[src/hw/rtl/cartridge_header_decoder_unit_assert.svh]
// Assertion macros for the cartridge header decoder unit.
// Expects clk and rst in scope at the point of use.
`ifndef CARTRIDGE_HEADER_DECODER_UNIT_ASSERT_SVH
`define CARTRIDGE_HEADER_DECODER_UNIT_ASSERT_SVH

// Same-cycle implication, disabled during reset.
`define CHDU_ASSERT_NOW(label, ante, cons) \
  label: assert property (@(posedge clk) disable iff (rst) (ante) |-> (cons)) \
    else $error("chdu assertion failed");

// Next-cycle implication, disabled during reset.
`define CHDU_ASSERT_NEXT(label, ante, cons) \
  label: assert property (@(posedge clk) disable iff (rst) (ante) |=> (cons)) \
    else $error("chdu assertion failed");

`endif

[src/hw/rtl/chdu_pkg.sv]
// Shared types, constants and size tables for the cartridge header decoder.
// No dependencies.
package chdu_pkg;

  typedef struct packed {
    logic [7:0]  type_code;
    logic [7:0]  rom_id;
    logic [7:0]  ram_id;
    logic [7:0]  cgb_byte;
    logic [15:0] header_length;
    logic [31:0] image_bytes;
  } hdr_t;

  typedef struct packed {
    logic        supported;
    logic [2:0]  mapper_kind;
    logic [23:0] rom_bytes;
    logic [17:0] ram_bytes;
    logic        colour_flag;
    logic        battery_flag;
    logic        clock_flag;
    logic        wide_bank_flag;
  } info_t;

  // Mapper kinds
  localparam logic [2:0] MAPPER_NONE       = 3'd0;
  localparam logic [2:0] MAPPER_MBC1       = 3'd1;
  localparam logic [2:0] MAPPER_MBC2       = 3'd2;
  localparam logic [2:0] MAPPER_MBC3       = 3'd3;
  localparam logic [2:0] MAPPER_MBC5       = 3'd4;
  localparam logic [2:0] MAPPER_MBC5_RUMBLE = 3'd5;

  // Cartridge type bytes
  localparam logic [7:0] TYPE_ROM_ONLY          = 8'h00;
  localparam logic [7:0] TYPE_MBC1              = 8'h01;
  localparam logic [7:0] TYPE_MBC1_RAM          = 8'h02;
  localparam logic [7:0] TYPE_MBC1_RAM_BATT     = 8'h03;
  localparam logic [7:0] TYPE_MBC2              = 8'h05;
  localparam logic [7:0] TYPE_MBC2_BATT         = 8'h06;
  localparam logic [7:0] TYPE_ROM_RAM           = 8'h08;
  localparam logic [7:0] TYPE_ROM_RAM_BATT      = 8'h09;
  localparam logic [7:0] TYPE_MBC3_RTC_BATT     = 8'h0F;
  localparam logic [7:0] TYPE_MBC3_RTC_RAM_BATT = 8'h10;
  localparam logic [7:0] TYPE_MBC3              = 8'h11;
  localparam logic [7:0] TYPE_MBC3_RAM          = 8'h12;
  localparam logic [7:0] TYPE_MBC3_RAM_BATT     = 8'h13;
  localparam logic [7:0] TYPE_MBC5              = 8'h19;
  localparam logic [7:0] TYPE_MBC5_RAM          = 8'h1A;
  localparam logic [7:0] TYPE_MBC5_RAM_BATT     = 8'h1B;
  localparam logic [7:0] TYPE_MBC5_RUMBLE       = 8'h1C;
  localparam logic [7:0] TYPE_MBC5_RUMBLE_RAM   = 8'h1D;
  localparam logic [7:0] TYPE_MBC5_RUMBLE_RAM_BATT = 8'h1E;

  // ROM size codes outside the power-of-two run
  localparam logic [7:0] ROM_CODE_MAX_POW2 = 8'h08;
  localparam logic [7:0] ROM_CODE_72_BANKS = 8'h52;
  localparam logic [7:0] ROM_CODE_80_BANKS = 8'h53;
  localparam logic [7:0] ROM_CODE_96_BANKS = 8'h54;
  localparam logic [7:0] RAM_CODE_MAX      = 8'h05;

  localparam logic [15:0] HEADER_MIN_LEN = 16'h0150;
  localparam int unsigned COLOUR_BIT     = 7;

  // Sizes in bytes
  localparam logic [23:0] ROM_32K  = 24'h008000;
  localparam logic [23:0] ROM_256K = 24'h040000;
  localparam logic [23:0] ROM_512K = 24'h080000;
  localparam logic [23:0] ROM_2M   = 24'h200000;
  localparam logic [23:0] ROM_4M   = 24'h400000;
  localparam logic [23:0] ROM_8M   = 24'h800000;
  localparam logic [23:0] ROM_72_BANKS = 24'(72 * 16 * 1024);
  localparam logic [23:0] ROM_80_BANKS = 24'(80 * 16 * 1024);
  localparam logic [23:0] ROM_96_BANKS = 24'(96 * 16 * 1024);

  localparam logic [17:0] RAM_NONE  = 18'h00000;
  localparam logic [17:0] RAM_2K    = 18'h00800;
  localparam logic [17:0] RAM_8K    = 18'h02000;
  localparam logic [17:0] RAM_32K   = 18'h08000;
  localparam logic [17:0] RAM_64K   = 18'h10000;
  localparam logic [17:0] RAM_128K  = 18'h20000;
  localparam logic [17:0] MBC2_RAM_CELLS = 18'd512;

  localparam logic [23:0] ROM_LIMIT_RESET = ROM_8M;

  // ROM size lookup; bit 24 flags a known code.
  function automatic logic [24:0] rom_lookup(input logic [7:0] code);
    logic [24:0] r;
    r = '0;
    if (code <= ROM_CODE_MAX_POW2) begin
      r = {1'b1, ROM_32K << code[3:0]};
    end else if (code == ROM_CODE_72_BANKS) begin
      r = {1'b1, ROM_72_BANKS};
    end else if (code == ROM_CODE_80_BANKS) begin
      r = {1'b1, ROM_80_BANKS};
    end else if (code == ROM_CODE_96_BANKS) begin
      r = {1'b1, ROM_96_BANKS};
    end
    return r;
  endfunction

  function automatic logic [17:0] ram_lookup(input logic [2:0] code);
    logic [17:0] r;
    case (code)
      3'd0:    r = RAM_NONE;
      3'd1:    r = RAM_2K;
      3'd2:    r = RAM_8K;
      3'd3:    r = RAM_32K;
      3'd4:    r = RAM_128K;
      3'd5:    r = RAM_64K;
      default: r = RAM_NONE;
    endcase
    return r;
  endfunction

endpackage

[src/hw/rtl/chdu_hdr_if.sv]
// Header request channel: valid/ready plus one header record.
// Depends on chdu_pkg.
interface chdu_hdr_if
  import chdu_pkg::*;
();
  logic valid;
  logic ready;
  hdr_t data;

  modport source (output valid, output data, input ready);
  modport sink (input valid, input data, output ready);
endinterface

[src/hw/rtl/chdu_info_if.sv]
// Decoded cartridge info channel: valid/ready plus one info record.
// Depends on chdu_pkg.
interface chdu_info_if
  import chdu_pkg::*;
();
  logic  valid;
  logic  ready;
  info_t data;

  modport source (output valid, output data, input ready);
  modport sink (input valid, input data, output ready);
endinterface

[src/hw/rtl/chdu_cfg_if.sv]
// Configuration write channel for the ROM size limit register.
// No dependencies.
interface chdu_cfg_if;
  logic        valid;
  logic        ready;
  logic [23:0] data;

  modport source (output valid, output data, input ready);
  modport sink (input valid, input data, output ready);
endinterface

[src/hw/rtl/cartridge_header_decoder_unit.sv]
// An accepted header request passes the input register, decode logic and result
// register. Throughput: one header per cycle; the pipeline stalls only while the
// result register is full and not taken.
// Reset (rst, synchronous, active high): both stages empty, ROM size limit back
// to 8 MiB. Config writes are always ready and take effect the next cycle.
// Depends on chdu_pkg, the chdu_*_if interfaces, chdu_decode and the assert header.
`include "cartridge_header_decoder_unit_assert.svh"

module cartridge_header_decoder_unit
  import chdu_pkg::*;
(
  input  logic        clk,
  input  logic        rst,
  chdu_hdr_if.sink    hdr,
  chdu_info_if.source info,
  chdu_cfg_if.sink    cfg
);

  // ROM size limit register
  logic [23:0] rom_limit;

  // Input stage
  logic  s1_valid;
  hdr_t  s1_hdr;

  // Decode result feeding the output register
  info_t dec_info;
  logic  advance;

  // Config channel never back-pressures.
  assign cfg.ready = 1'b1;

  always_ff @(posedge clk) begin
    if (rst) begin
      rom_limit <= ROM_LIMIT_RESET;
    end else if (cfg.valid && cfg.ready) begin
      rom_limit <= cfg.data;
    end
  end

  // Output register can load when empty or being drained this cycle.
  assign advance   = !info.valid || info.ready;
  // Input stage takes a new request when empty or moving forward.
  assign hdr.ready = !s1_valid || advance;

  always_ff @(posedge clk) begin
    if (rst) begin
      s1_valid <= 1'b0;
    end else if (hdr.ready) begin
      s1_valid <= hdr.valid;
    end
  end

  always_ff @(posedge clk) begin
    if (hdr.valid && hdr.ready) begin
      s1_hdr <= hdr.data;
    end
  end

  chdu_decode u_decode (
    .hdr       (s1_hdr),
    .rom_limit (rom_limit),
    .info      (dec_info)
  );

  // Result register
  always_ff @(posedge clk) begin
    if (rst) begin
      info.valid <= 1'b0;
    end else if (advance) begin
      info.valid <= s1_valid;
    end
  end

  always_ff @(posedge clk) begin
    if (s1_valid && advance) begin
      info.data <= dec_info;
    end
  end

  // A rejected header reports nothing else.
  `CHDU_ASSERT_NOW(a_reject_zero, info.valid && !info.data.supported, info.data == '0)
  // Wide banking and the clock only exist on MBC3.
  `CHDU_ASSERT_NOW(a_mbc3_only, info.valid && (info.data.wide_bank_flag || info.data.clock_flag), info.data.mapper_kind == MAPPER_MBC3)
  // MBC2 always reports its internal cell count.
  `CHDU_ASSERT_NOW(a_mbc2_ram, info.valid && info.data.supported && info.data.mapper_kind == MAPPER_MBC2, info.data.ram_bytes == MBC2_RAM_CELLS)
  // An accepted request lands in the input stage.
  `CHDU_ASSERT_NEXT(a_accept_fill, hdr.valid && hdr.ready, s1_valid)
  // A moving input stage always produces a result.
  `CHDU_ASSERT_NEXT(a_stage_move, s1_valid && advance, info.valid)

endmodule

[src/hw/rtl/chdu_decode.sv]
// Combinational header decode: sizes, mapper, flags and layout check.
// Depends on chdu_pkg.
module chdu_decode
  import chdu_pkg::*;
(
  input  hdr_t        hdr,
  input  logic [23:0] rom_limit,
  output info_t       info
);

  logic [24:0] rom_lut;
  logic [23:0] rom;
  logic [17:0] ram;
  logic        rom_known;
  logic        hdr_ok;
  logic        size_ok;
  logic        type_ok;
  logic        layout_ok;
  logic        ok;
  logic [2:0]  mapper;
  logic        battery;
  logic        clock_f;
  logic        wide;

  assign rom_lut   = rom_lookup(hdr.rom_id);
  assign rom_known = rom_lut[24];
  assign rom       = rom_lut[23:0];
  assign hdr_ok    = (hdr.header_length >= HEADER_MIN_LEN) && (hdr.ram_id <= RAM_CODE_MAX);
  assign size_ok   = (hdr.image_bytes == {8'd0, rom}) && (rom <= rom_limit);

  always_comb begin
    mapper    = MAPPER_NONE;
    ram       = ram_lookup(hdr.ram_id[2:0]);
    type_ok   = 1'b1;
    layout_ok = 1'b0;
    clock_f   = 1'b0;
    wide      = 1'b0;
    unique case (hdr.type_code) inside
      TYPE_ROM_ONLY: begin
        layout_ok = (rom == ROM_32K) && (ram == RAM_NONE);
      end
      TYPE_ROM_RAM, TYPE_ROM_RAM_BATT: begin
        layout_ok = (rom == ROM_32K) && (ram != RAM_NONE) && (ram <= RAM_8K);
      end
      TYPE_MBC1, TYPE_MBC1_RAM, TYPE_MBC1_RAM_BATT: begin
        mapper = MAPPER_MBC1;
        if ((rom > ROM_2M) || (ram > RAM_32K) || ((rom > ROM_512K) && (ram > RAM_8K))) begin
          layout_ok = 1'b0;
        end else if (hdr.type_code == TYPE_MBC1) begin
          layout_ok = (ram == RAM_NONE);
        end else begin
          layout_ok = (ram != RAM_NONE);
        end
      end
      TYPE_MBC2, TYPE_MBC2_BATT: begin
        // internal 512-cell RAM; the header must declare none
        mapper    = MAPPER_MBC2;
        ram       = MBC2_RAM_CELLS;
        layout_ok = (rom <= ROM_256K) && (hdr.ram_id == 8'd0);
      end
      TYPE_MBC3_RTC_BATT, TYPE_MBC3: begin
        mapper    = MAPPER_MBC3;
        clock_f   = (hdr.type_code == TYPE_MBC3_RTC_BATT);
        layout_ok = (ram == RAM_NONE) && (rom <= ROM_4M);
        wide      = layout_ok && (rom > ROM_2M);
      end
      TYPE_MBC3_RTC_RAM_BATT, TYPE_MBC3_RAM, TYPE_MBC3_RAM_BATT: begin
        mapper    = MAPPER_MBC3;
        clock_f   = (hdr.type_code == TYPE_MBC3_RTC_RAM_BATT);
        layout_ok = (ram != RAM_NONE) && (rom <= ROM_4M) && (ram <= RAM_64K);
        wide      = layout_ok && ((rom > ROM_2M) || (ram > RAM_32K));
      end
      TYPE_MBC5, TYPE_MBC5_RUMBLE: begin
        mapper    = (hdr.type_code == TYPE_MBC5) ? MAPPER_MBC5 : MAPPER_MBC5_RUMBLE;
        layout_ok = (rom <= ROM_8M) && (ram == RAM_NONE);
      end
      TYPE_MBC5_RAM, TYPE_MBC5_RAM_BATT: begin
        mapper    = MAPPER_MBC5;
        layout_ok = (rom <= ROM_8M) && (ram != RAM_NONE) && (ram <= RAM_128K);
      end
      TYPE_MBC5_RUMBLE_RAM, TYPE_MBC5_RUMBLE_RAM_BATT: begin
        mapper    = MAPPER_MBC5_RUMBLE;
        layout_ok = (rom <= ROM_8M) && (ram != RAM_NONE) && (ram <= RAM_64K);
      end
      default: begin
        type_ok = 1'b0;
      end
    endcase
  end

  always_comb begin
    case (hdr.type_code)
      TYPE_MBC1_RAM_BATT, TYPE_MBC2_BATT, TYPE_ROM_RAM_BATT, TYPE_MBC3_RTC_BATT,
      TYPE_MBC3_RTC_RAM_BATT, TYPE_MBC3_RAM_BATT, TYPE_MBC5_RAM_BATT,
      TYPE_MBC5_RUMBLE_RAM_BATT: battery = 1'b1;
      default:                   battery = 1'b0;
    endcase
  end

  assign ok = hdr_ok && rom_known && size_ok && type_ok && layout_ok;

  always_comb begin
    info = '0;
    if (ok) begin
      info.supported      = 1'b1;
      info.mapper_kind    = mapper;
      info.rom_bytes      = rom;
      info.ram_bytes      = ram;
      info.colour_flag    = hdr.cgb_byte[COLOUR_BIT];
      info.battery_flag   = battery;
      info.clock_flag     = clock_f;
      info.wide_bank_flag = wide;
    end
  end

endmodule

[src/flat_wrapper.sv]
// flat-port wrapper written by rule: the top's interface ports become plain ports
module cartridge_header_decoder_unit_flat import chdu_pkg::*;
  (clk, rst, hdr_valid, hdr_data, hdr_ready, info_valid, info_data, info_ready, cfg_valid, cfg_data, cfg_ready);
  chdu_hdr_if hdr_i ();
  chdu_info_if info_i ();
  chdu_cfg_if cfg_i ();
  input  logic clk;
  input  logic rst;
  input wire logic [$bits(hdr_i.valid)-1:0] hdr_valid;
  input wire logic [$bits(hdr_i.data)-1:0] hdr_data;
  output wire logic [$bits(hdr_i.ready)-1:0] hdr_ready;
  output wire logic [$bits(info_i.valid)-1:0] info_valid;
  output wire logic [$bits(info_i.data)-1:0] info_data;
  input wire logic [$bits(info_i.ready)-1:0] info_ready;
  input wire logic [$bits(cfg_i.valid)-1:0] cfg_valid;
  input wire logic [$bits(cfg_i.data)-1:0] cfg_data;
  output wire logic [$bits(cfg_i.ready)-1:0] cfg_ready;
  assign hdr_i.valid = hdr_valid;
  assign hdr_i.data = hdr_data;
  assign hdr_ready = hdr_i.ready;
  assign info_valid = info_i.valid;
  assign info_data = info_i.data;
  assign info_i.ready = info_ready;
  assign cfg_i.valid = cfg_valid;
  assign cfg_i.data = cfg_data;
  assign cfg_ready = cfg_i.ready;
  cartridge_header_decoder_unit u_core (.clk(clk), .rst(rst), .hdr(hdr_i), .info(info_i), .cfg(cfg_i));
endmodule
[config.mk]
export PLATFORM = sky130hd
export DESIGN_NAME = cartridge_header_decoder_unit_flat
export DESIGN_NICKNAME = d
export VERILOG_FILES = /design/src/hw/rtl/chdu_pkg.sv /design/src/hw/rtl/chdu_hdr_if.sv /design/src/hw/rtl/chdu_info_if.sv /design/src/hw/rtl/chdu_cfg_if.sv /design/src/hw/rtl/cartridge_header_decoder_unit.sv /design/src/hw/rtl/chdu_decode.sv /design/src/flat_wrapper.sv
export VERILOG_INCLUDE_DIRS = /design/src /design/src/hw/rtl
export SDC_FILE = /design/constraint.sdc
export NUM_CORES = 1
export LEC_CHECK = 0
export BUFFER_PORTS_ARGS = -buffer_cell sky130_fd_sc_hd__buf_2
export CORE_AREA = 2 2 115 117
export DETAILED_ROUTE_END_ITERATION = 12
export DIE_AREA = 0 0 117 119
export PLACE_DENSITY = 0.7
export SETUP_SLACK_MARGIN = 0.1
export SLEW_MARGIN = 10
export SYNTH_ARGS = -nofsm -noshare
export SYNTH_HDL_FRONTEND = slang
export SYNTH_SLANG_ARGS = --single-unit
[constraint.sdc]
create_clock -name clk -period 4.2 [get_ports clk]
set_clock_uncertainty 0.1 [all_clocks]
set_input_delay 0.42 -clock clk [delete_from_list [all_inputs] [get_ports clk]]
set_output_delay 0.42 -clock clk [all_outputs]
set_load 0.02 [all_outputs]
==> results of run 1 <==
[final timing paths]
| check | cells after the start | slack (ns) | end | from |
|---|---|---|---|---|
| setup / recovery | 12 | 0.35 | u_core.info.data[43] | u_core.s1_hdr[70] |
| hold / removal | 1 | 0.08 | u_core.s1_hdr[39] | hdr_data[39] |
| setup reg to reg | 12 | 0.35 | u_core.info.data[43] | u_core.s1_hdr[70] |
| hold reg to reg | 2 | 0.39 | u_core.rom_limit[16] | u_core.rom_limit[16] |
[power breakdown]
group	leakage (nW)	switching (W)	internal, W
clock network	0.305	0.000505	0.00106
logic	1.37	0.000153	0.000102
registers	1.10	0.0000401	0.00134
total	2.77	0.000697	0.00251
[synthesized netlist by cell type, types with 3 or more instances]
cell type                  number
sky130_fd_sc_hd__mux2_2         3
sky130_fd_sc_hd__inv_1         22
sky130_fd_sc_hd__nand3b_1       3
sky130_fd_sc_hd__nor3b_1        7
sky130_fd_sc_hd__buf_4         30
sky130_fd_sc_hd__dfxtp_1       27
sky130_fd_sc_hd__ha_1          11
sky130_fd_sc_hd__or3_1          4
sky130_fd_sc_hd__nor2b_1       10
sky130_fd_sc_hd__nand2b_1       3
sky130_fd_sc_hd__o21ai_0       15
sky130_fd_sc_hd__nor4_1        20
sky130_fd_sc_hd__nor4_2         3
sky130_fd_sc_hd__or4_4          3
sky130_fd_sc_hd__nand3_1        8
sky130_fd_sc_hd__nand4_1        8
sky130_fd_sc_hd__nor3_1        12
sky130_fd_sc_hd__nor4b_1        4
sky130_fd_sc_hd__nor2_1        49
sky130_fd_sc_hd__clkbuf_1      12
sky130_fd_sc_hd__a22o_1         3
sky130_fd_sc_hd__or2_2          3
sky130_fd_sc_hd__edfxtp_1      92
sky130_fd_sc_hd__a21oi_1       23
sky130_fd_sc_hd__nand2_1       22
sky130_fd_sc_hd__mux2i_1       28
sky130_fd_sc_hd__buf_6          3
sky130_fd_sc_hd__xnor2_1        3
[sequential cells by signal (all words and copies together), names as in the netlist, named ones only]
name,flops
u_core.info.valid,1
u_core.s1_valid,1
u_core.rom_limit,24
u_core.s1_hdr,69
u_core.info.data,23
[cell families after synthesis]
kind of cell | share of synthesized area [%]
muxes | 5.57
DFF | 58.6
buffers and inverters | 7.32
and+or+nand+nor | 17.8
xor gates and xnor gates | 0.777
adders and majority gates | 2.44
other | 0.133
AOI/OAI and AO/OA | 7.34
[repair_timing]
item	CTS	global route
buffers inserted	0	8
endpoints found under the setup margin	0	17
gates resized for setup	0	2
[cell type report]
type,instances,area share [%]
multi-input cells,312,29.0
inverters,23,1.23
well taps,176,3.14
clock buffers,19,6.32
repair buffers,136,10.2
clock inverters,13,2.91
flip-flops and latches,119,47.2
[routing by layer]
metal / wire length [µm] / global-route usage, % / vias up
li1: - / - / 1982
met2: 5400 / 27.2 / 175
met1: 5070 / 22.4 / 1897
met4: 204 / 6.69 / 0
met3: 1010 / 6.82 / 21
met5: 0 / 0 / -
[critical path, cell delays in order, from the launching register on]
cell                        delay [ns]
sky130_fd_sc_hd__edfxtp_1         0.50
sky130_fd_sc_hd__or4_4            0.62
sky130_fd_sc_hd__or2_2            0.35
sky130_fd_sc_hd__inv_1            0.15
sky130_fd_sc_hd__ha_1             0.28
sky130_fd_sc_hd__and4_1           0.20
sky130_fd_sc_hd__o21a_1           0.12
sky130_fd_sc_hd__nor2_1           0.13
sky130_fd_sc_hd__nor2_1           0.07
sky130_fd_sc_hd__a2111oi_2        0.39
sky130_fd_sc_hd__nand4_2          0.20
sky130_fd_sc_hd__buf_4            0.25
sky130_fd_sc_hd__nor4_1           0.29
[per-stage QoR]
| step | setup WS (ns) | total power (W) |
|---|---|---|
| after floorplan | 0.691 | 0.00158 |
| after global placement | 0.305 | 0.00164 |
| after detailed placement | 0.187 | 0.00166 |
| after CTS | 0.154 | 0.00322 |
| after global routing | 0.122 | 0.00333 |
| final | 0.347 | 0.00321 |
==> flow_summary.yaml, run 1 <==
sta:
  finalHoldViolations: 0
  finalCriticalPeriod_ns: 3.85
  post_route_worst_hold_slack_ns: 0.0771
  rsz0062_at_grt: "no"
  slew_viols_final: 0
  layout_worst_path_cycle_share_pct: 91.7
  relSlewSlack_pct: 21.4
  tightest_pin_transition_ns: 1.17
  maxClockFrequency_ghz: 0.260
  finalSetupViolCount: 0
  totalNegativeSetupSlack_ns: 0
finish:
  ff_latch_area_mm2: 0.00330
  multiInputGateArea_mm2: 0.00203
  fillerInstances: 1103
  finish.utilization_pct: 54.4
  n_antenna_cell: 0
  commonest_cells_after_routing_fill_and_taps_aside: "122 x sky130_fd_sc_hd__buf_2, 92 x sky130_fd_sc_hd__edfxtp_1, 48 x sky130_fd_sc_hd__nor2_1"
  final_cells: 798
  flow.area_growth_from_synthesis_pct: 24.2
  post_route_cells_drive_above_1_share_pct: 31.0
  layout.cells.most_common: "sky130_fd_sc_hd__buf_2"
  post-route-cell-area_mm2: 0.00700
  total_number_of_nets_in_the_final_design: 729
clocking:
  cts.sink_count: 119
  cts-hold-fix-buffers: 0
  clk_transition_reported_paths_ns: 0.06
  cts_inserted_buffers: 17
  clk-insertion-delay-late_ns: 0.41
  clk_path_buf_depth: 2
  ctsRootBufferMaster: "sky130_fd_sc_hd__clkbuf_16"
  cts-htree-levels: 4
  tritoncts: "built"
logic_synthesis:
  yosys_most_used_dff: "sky130_fd_sc_hd__edfxtp_1"
  async_reset_ff_share_pct: 0
  netlist_instances: 478
  post_synth_edffs: 92
  yosys-top-cells-area: "sky130_fd_sc_hd__edfxtp_1 49%, sky130_fd_sc_hd__dfxtp_1 9.6%, sky130_fd_sc_hd__mux2i_1 5.0%"
  syn_avg_cell_area_um2: 11.8
  post_synth_instance_area_mm2: 0.00564
  yosysUniqueCellTypes: 63
  yosysSeqAreaShare_pct: 58.6
  share_of_yosys_cell_area_claimed_by_the_top_area_cell_type_pct: 49.0
  yosys_register_bits: 119
  warnings_from_yosys: 0
  area_leader_netlist: "sky130_fd_sc_hd__edfxtp_1"
placed_design:
  number_of_placed_cells_counting_well_taps: 758
  finalWeightedCongestion: 0.882
  hpwlAfterDp_mm: 8.50
  detailed_place.area_mm2: 0.00629
  place.port_buffers: 122
die:
  die-height_um: 119
  floorplan.initialDensity_pct: 43.8
  num_rows: 42
  die-width_um: 117
  die_area_mm2: 0.0139
  core-area_mm2: 0.0129
  io_pins: 162
detailed_routing:
  drtPass1Iterations: 4
  detail_route.iter0.violations: 336
  detail_route.wirelength_mm: 11.7
  drt_drc_violations_left: 0
  ant_nets: 0
  wl_per_cell_um: 14.7
  drt-vias-per-instance: 5.11
  route.vias.total: 4075
pwr:
  power-per-cell-area_mw_per_mm2: 458
  power_leakage_nw: 2.77
  irDropWorstVdd_mv: 0.327
status:
  outcome: "finished, final reports clean"
run:
  timing.max_cap.violations: 0
global_routing:
  grt_util_all_layers_pct: 17.6
  first_global_vias: 3899
  grt_pass1_wl_mm: 18.6
  grt_max_degree: 49
  grt_overflow: 0
  initial_antenna_violation_count: 1
critical_path:
  critical_path_required_ns: 4.30
  crit_path_start_kind: "register"
  worst-path-max-fanout: 19
  timing.critical_path.to_type: "register"
  crit_arrival_ns: 3.96
  setup.worst_path.class: "register to register"
min_path:
  hold_path.class: "primary input to register"
Power figures use the tool's default switching activity.
==> inputs of run 2 (changes only) <==
Settings changed: CORE_AREA 2 2 115 117 to 2 2 141 143, DIE_AREA 0 0 117 119 to 0 0 143 145, PLACE_DENSITY 0.7 to unset.
==> flow_summary.yaml, run 2 (same netlist as run 1, synthesis figures left out) <==
sta:
  post_route_worst_hold_slack_ns: 0.0855
  slew_viols_final: 0
  totalNegativeSetupSlack_ns: 0
  finalHoldViolations: 0
  maxClockFrequency_ghz: 0.268
  finalSetupViolCount: 0
  relSlewSlack_pct: 47.4
  rsz0062_at_grt: "no"
  tightest_pin_transition_ns: 0.790
  finalCriticalPeriod_ns: 3.73
  layout_worst_path_cycle_share_pct: 88.8
finish:
  multiInputGateArea_mm2: 0.00203
  layout.cells.most_common: "sky130_fd_sc_hd__buf_2"
  largest_registers: "u_core.s1_hdr (69), u_core.rom_limit (24), u_core.info.data (23)"
  post_route_cells_drive_above_1_share_pct: 30.2
  commonest_cells_after_routing_fill_and_taps_aside: "122 x sky130_fd_sc_hd__buf_2, 92 x sky130_fd_sc_hd__edfxtp_1, 49 x sky130_fd_sc_hd__nor2_1"
  fillerInstances: 1870
  largest_register_ffs: 69
  largest_register: "u_core.s1_hdr"
  total_number_of_nets_in_the_final_design: 723
  flow.area_growth_from_synthesis_pct: 24.7
  ff_latch_area_mm2: 0.00330
detailed_routing:
  drt_drc_violations_left: 0
  route.vias.total: 3871
  wl_per_cell_um: 13.9
  drt-vias-per-instance: 4.37
  detail_route.iter0.violations: 207
  drtPass1Iterations: 4
  detail_route.wirelength_mm: 12.3
  ant_nets: 0
die:
  num_rows: 51
  io_pins: 162
  core-area_mm2: 0.0192
  die-height_um: 145
  die_area_mm2: 0.0207
  floorplan.initialDensity_pct: 29.4
  die-width_um: 143
pwr:
  power_leakage_nw: 2.73
  power-per-cell-area_mw_per_mm2: 441
  irDropWorstVdd_mv: 0.381
clocking:
  clk_transition_reported_paths_ns: 0.06
  cts-htree-levels: 4
  cts.sink_count: 119
  clk_path_buf_depth: 2
  ctsRootBufferMaster: "sky130_fd_sc_hd__clkbuf_16"
  tritoncts: "built"
  cts_inserted_buffers: 17
  clk-insertion-delay-late_ns: 0.41
  cts_resized: 0
global_routing:
  groute.layer.met2.usage_pct: 16.4
  grt_util_met3_pct: 5.87
  gr-usage-met1_pct: 16.8
  grt_util_all_layers_pct: 12.1
  first_global_vias: 3618
  most_used_routing_layer: "met1"
  grt_pass1_wl_mm: 19.2
  initial_antenna_violation_count: 6
  grt_overflow: 0
  grt_max_degree: 46
critical_path:
  critical_path.slowest_cell: "sky130_fd_sc_hd__or4b_2"
  crit_path_start_kind: "register"
  timing.critical_path.to_type: "register"
  critical_path_required_ns: 4.30
  setup.worst_path.class: "register to register"
  crit_arrival_ns: 3.82
  critical_path.cell_chain: "or4b_2 > or2_2 > inv_1 > ha_1 > and4_1 > o21a_1 > nor2_1 > nor2_1 > a2111oi_2 > nand4_2 > buf_4 > a2111oi_1"
  crit_path_frequent_cell: "sky130_fd_sc_hd__nor2_1"
  path_delay_family: "simple AND/OR/NAND/NOR gates"
  cp_num_buf_inv: 2
  timing.critical_path.slowest_cell_delay_ns: 0.72
  worst-path-max-fanout: 23
min_path:
  hold_path.class: "primary input to register"
placed_design:
  finalWeightedCongestion: 0.807
  hpwlAfterDp_mm: 8.97
  place.port_buffers: 122
status:
  outcome: "finished, final reports clean"
run:
  timing.max_cap.violations: 0
[run 2: what timing repair did]
item	in CTS	in global routing
setup buffers	0	2
hold endpoints to repair	0	0
hold buffers	0	0
endpoints found under the setup margin	0	2
[run 2: worst paths after layout]
kind | from | endpoint | slack (ns) | depth (start not counted)
setup / recovery | u_core.s1_hdr[64] | u_core.info.data[1] | 0.47 | 12
hold / removal | hdr_data[24] | u_core.s1_hdr[24] | 0.09 | 1
setup reg to reg | u_core.s1_hdr[64] | u_core.info.data[1] | 0.47 | 12
hold reg to reg | u_core.rom_limit[0] | u_core.rom_limit[0] | 0.39 | 2
[run 2: area by class of cell]
cell class / instances / area share, %
antenna: 5 / 0.178
clock buffer: 17 / 6.05
clock inverter: 15 / 2.51
inverter: 23 / 1.23
multi-input combinational: 312 / 28.8
sequential: 119 / 47.0
tap: 265 / 4.71
timing repair buffer: 130 / 9.53
[run 2: power by group]
part | switching [W] | leakage, nW | internal, W
registers | 0.0000388 | 1.10 | 0.00134
clock network | 0.000534 | 0.290 | 0.000935
logic | 0.000152 | 1.34 | 0.000100
[run 2: metrics by stage]
step / setup WS [ns] / instances / cell area, µm² / total power (W) / utilization [%]
2_1_floorplan: 0.691 / 504 / 5740 / 0.00158 / -
3_3_place_gp: 0.493 / 847 / 6400 / 0.00165 / 33.3
3_5_place_dp: 0.454 / 847 / 6400 / 0.00166 / 33.3
4_1_cts: 0.377 / 879 / 7000 / 0.00313 / 36.5
5_1_grt: 0.213 / 882 / 7020 / 0.00322 / 36.6
6_report: 0.472 / 886 / 7030 / 0.00310 / 36.6
[run 2: layer usage]
layer / vias up / share of wire (%)
met2: 146 / 41
li1: 1976 / -
met1: 1727 / 48
met3: 16 / 9.9
met5: - / 0.28
met4: 6 / 1.1
==> inputs of run 3 (changes only) <==
Settings changed: ABC_AREA set to 1, CORE_AREA 2 2 141 143 to 4 4 142 144, DIE_AREA 0 0 143 145 to 0 0 146 148.
==> flow_summary.yaml, run 3 <==
critical_path:
  worst-path-max-fanout: 7
  timing.critical_path.to_type: "register"
  crit_path_start_kind: "register"
  setup.worst_path.class: "register to register"
  crit_arrival_ns: 2.99
  critical_path_required_ns: 4.36
sta:
  finalCriticalPeriod_ns: 2.83
  tightest_pin_transition_ns: 0.952
  slew_viols_final: 0
  rsz0062_at_grt: "no"
  maxClockFrequency_ghz: 0.354
  totalNegativeSetupSlack_ns: 0
  finalHoldViolations: 0
  layout_worst_path_cycle_share_pct: 67.3
  post_route_worst_hold_slack_ns: 0.0818
  relSlewSlack_pct: 36.4
  finalSetupViolCount: 0
pwr:
  net-switching-power_w: 0.000656
  seq_power_share_pct: 46.1
  power_switching_share_pct: 22.2
  irDropWorstVdd_mv: 0.266
  power_leakage_nw: 3.11
  power.share.clock_pct: 46.5
  power-per-cell-area_mw_per_mm2: 426
  share_comb_of_total_power_pct: 7.4
  p_int_w: 0.00230
finish:
  total_number_of_nets_in_the_final_design: 835
  post_route_cells_drive_above_1_share_pct: 25.1
  largest_register_ffs: 69
  layout.cells.most_common: "sky130_fd_sc_hd__buf_2"
  largest_registers: "u_core.s1_hdr (69), u_core.rom_limit (24), u_core.info.data (23)"
  flow.area_growth_from_synthesis_pct: 24.1
  commonest_cells_after_routing_fill_and_taps_aside: "122 x sky130_fd_sc_hd__buf_2, 116 x sky130_fd_sc_hd__nand2_1, 92 x sky130_fd_sc_hd__edfxtp_1"
  largest_register: "u_core.s1_hdr"
die:
  io_pins: 162
  core-area_mm2: 0.0187
  die_area_mm2: 0.0216
  num_rows: 50
  die-width_um: 146
  die-height_um: 148
  floorplan.initialDensity_pct: 29.9
min_path:
  hold_path.class: "primary input to register"
logic_synthesis:
  post_synth_mux_area_share_pct: 0.381
  yosys_register_bits: 119
  share_of_the_synthesized_area_in_compound_gates_ao_oa_aoi_oai_pct: 6.09
  yosysSeqAreaShare_pct: 59.1
  ys_top_cells_by_count: "116 x sky130_fd_sc_hd__nand2_1, 92 x sky130_fd_sc_hd__edfxtp_1, 81 x sky130_fd_sc_hd__nor2_1, 76 x sky130_fd_sc_hd__inv_1, 29 x sky130_fd_sc_hd__nand3_1"
  post_synth_fa_ha_maj_area_fraction_pct: 2.46
  syn_avg_cell_area_um2: 9.58
  yosys-top-cells-area: "sky130_fd_sc_hd__edfxtp_1 49%, sky130_fd_sc_hd__dfxtp_1 9.7%, sky130_fd_sc_hd__nand2_1 7.8%"
  combinational_family_with_the_most_area_after_synthesis: "simple AND/OR/NAND/NOR gates"
  post_synth_edffs: 92
  post_synth_instance_area_mm2: 0.00559
  async_reset_ff_share_pct: 0
  netlist_instances: 583
  synth_most_common_cell: "sky130_fd_sc_hd__nand2_1"
  synth-xor-area-share_pct: 0.470
  share_of_yosys_cell_area_claimed_by_the_top_area_cell_type_pct: 49.5
  yosys_most_used_dff: "sky130_fd_sc_hd__edfxtp_1"
  warnings_from_yosys: 0
  area_leader_netlist: "sky130_fd_sc_hd__edfxtp_1"
  synth-simple-area-share_pct: 21.3
  yosysUniqueCellTypes: 45
global_routing:
  grt_overflow: 0
  grt_pass1_wl_mm: 19.1
  initial_antenna_violation_count: 2
  first_global_vias: 3907
  grt_util_all_layers_pct: 11.3
  grt_max_degree: 50
detailed_routing:
  detail_route.iter0.violations: 222
  drt_drc_violations_left: 0
  drt-vias-per-instance: 4.22
  detail_route.wirelength_mm: 11.9
  ant_nets: 0
  wl_per_cell_um: 12.4
  route.vias.total: 4066
  drtPass1Iterations: 5
clocking:
  tritoncts: "built"
  clk_transition_reported_paths_ns: 0.05
  cts_resized: 0
  cts-htree-levels: 4
  post_cts_buffers: 0
  cts.sink_count: 119
  clk_path_buf_depth: 2
  cts_inserted_buffers: 17
  ctsRootBufferMaster: "sky130_fd_sc_hd__clkbuf_16"
  cts-hold-fix-buffers: 0
  clk-insertion-delay-late_ns: 0.41
placed_design:
  finalWeightedCongestion: 0.888
  hpwlAfterDp_mm: 9.34
  place.port_buffers: 122
run:
  timing.max_cap.violations: 0
status:
  outcome: "finished, final reports clean"
## run 3: path summary, 6_finish.rpt
| check | start | endpoint | slack (ns) | cells past startpoint |
|---|---|---|---|---|
| min | hdr_data[24] | u_core.s1_hdr[24] | 0.08 | 1 |
| max | u_core.s1_hdr[68] | u_core.info.data[21] | 1.37 | 17 |
| min reg2reg | u_core.rom_limit[11] | u_core.rom_limit[11] | 0.36 | 2 |
| max reg2reg | u_core.s1_hdr[68] | u_core.info.data[21] | 1.37 | 17 |
## run 3: layout make-up
| type | instances | area (µm²) |
|---|---|---|
| diodes | 1 | 2.50 |
| inverters | 82 | 308 |
| clock inverters | 6 | 36.3 |
| repair buffers | 124 | 626 |
| multi-input cells | 371 | 1820 |
| well taps | 234 | 293 |
| fillers | 1880 | 11800 |
| flip-flops and latches | 119 | 3300 |
| clock buffers | 26 | 542 |
## run 3: cell families (layout without fill, tap and decap cells)
group	Yosys count	count (layout)
fa+ha+maj	11	11
buf+inv	119	238
simple gates	269	269
other cells	2	29
flops	119	119
xor+xnor	3	3
mux	2	2
compound gates	58	58
## run 3: through the flow
step	area, µm²	cells	power, W	setup WS [ns]	utilization [%]
6_report	6930	963	0.00296	1.37	37.1
5_1_grt	6930	962	0.00310	0.992	37.1
4_1_cts	6930	962	0.00301	1.33	37.1
3_5_place_dp	6350	930	0.00161	1.35	34.0
3_3_place_gp	6350	930	0.00160	1.37	34.0
2_1_floorplan	5680	609	0.00154	1.11	-
## run 3: power by group through the flow
| stage | Combinational, W | Sequential (W) | Clock (W) |
|---|---|---|---|
| after floorplan | 0.000154 | 0.00139 | 0 |
| after global placement | 0.000220 | 0.00138 | 0 |
| after detailed placement | 0.000222 | 0.00139 | 0 |
| after CTS | 0.000223 | 0.00136 | 0.00142 |
| after global routing | 0.000252 | 0.00137 | 0.00148 |
| final | 0.000219 | 0.00136 | 0.00138 |
## run 3: worst max-delay path, stage by stage (launching register included)
cell                       delay [ns]
sky130_fd_sc_hd__edfxtp_1        0.38
sky130_fd_sc_hd__nor2_1          0.11
sky130_fd_sc_hd__nand2_1         0.19
sky130_fd_sc_hd__inv_2           0.21
sky130_fd_sc_hd__nand3_1         0.20
sky130_fd_sc_hd__inv_1           0.12
sky130_fd_sc_hd__ha_1            0.24
sky130_fd_sc_hd__nand2_1         0.08
sky130_fd_sc_hd__inv_1           0.05
sky130_fd_sc_hd__nand3_1         0.09
sky130_fd_sc_hd__nor2_1          0.05
sky130_fd_sc_hd__nand4_1         0.09
sky130_fd_sc_hd__nor2_1          0.05
sky130_fd_sc_hd__nor2_1          0.07
sky130_fd_sc_hd__nand2_1         0.05
sky130_fd_sc_hd__nand2_1         0.17
sky130_fd_sc_hd__nand4_1         0.24
sky130_fd_sc_hd__nor2_1          0.17
## run 3: layer usage
layer  vias up  wire length [µm]  share of wire (%)  track usage (%)
met5         -                14               0.12                0
met4         4               253                2.1             4.75
met3        25               847                7.1             4.05
met2       124              5640                 47             18.7
met1      1774              5150                 43             13.5
li1       2139                 -                  -                -
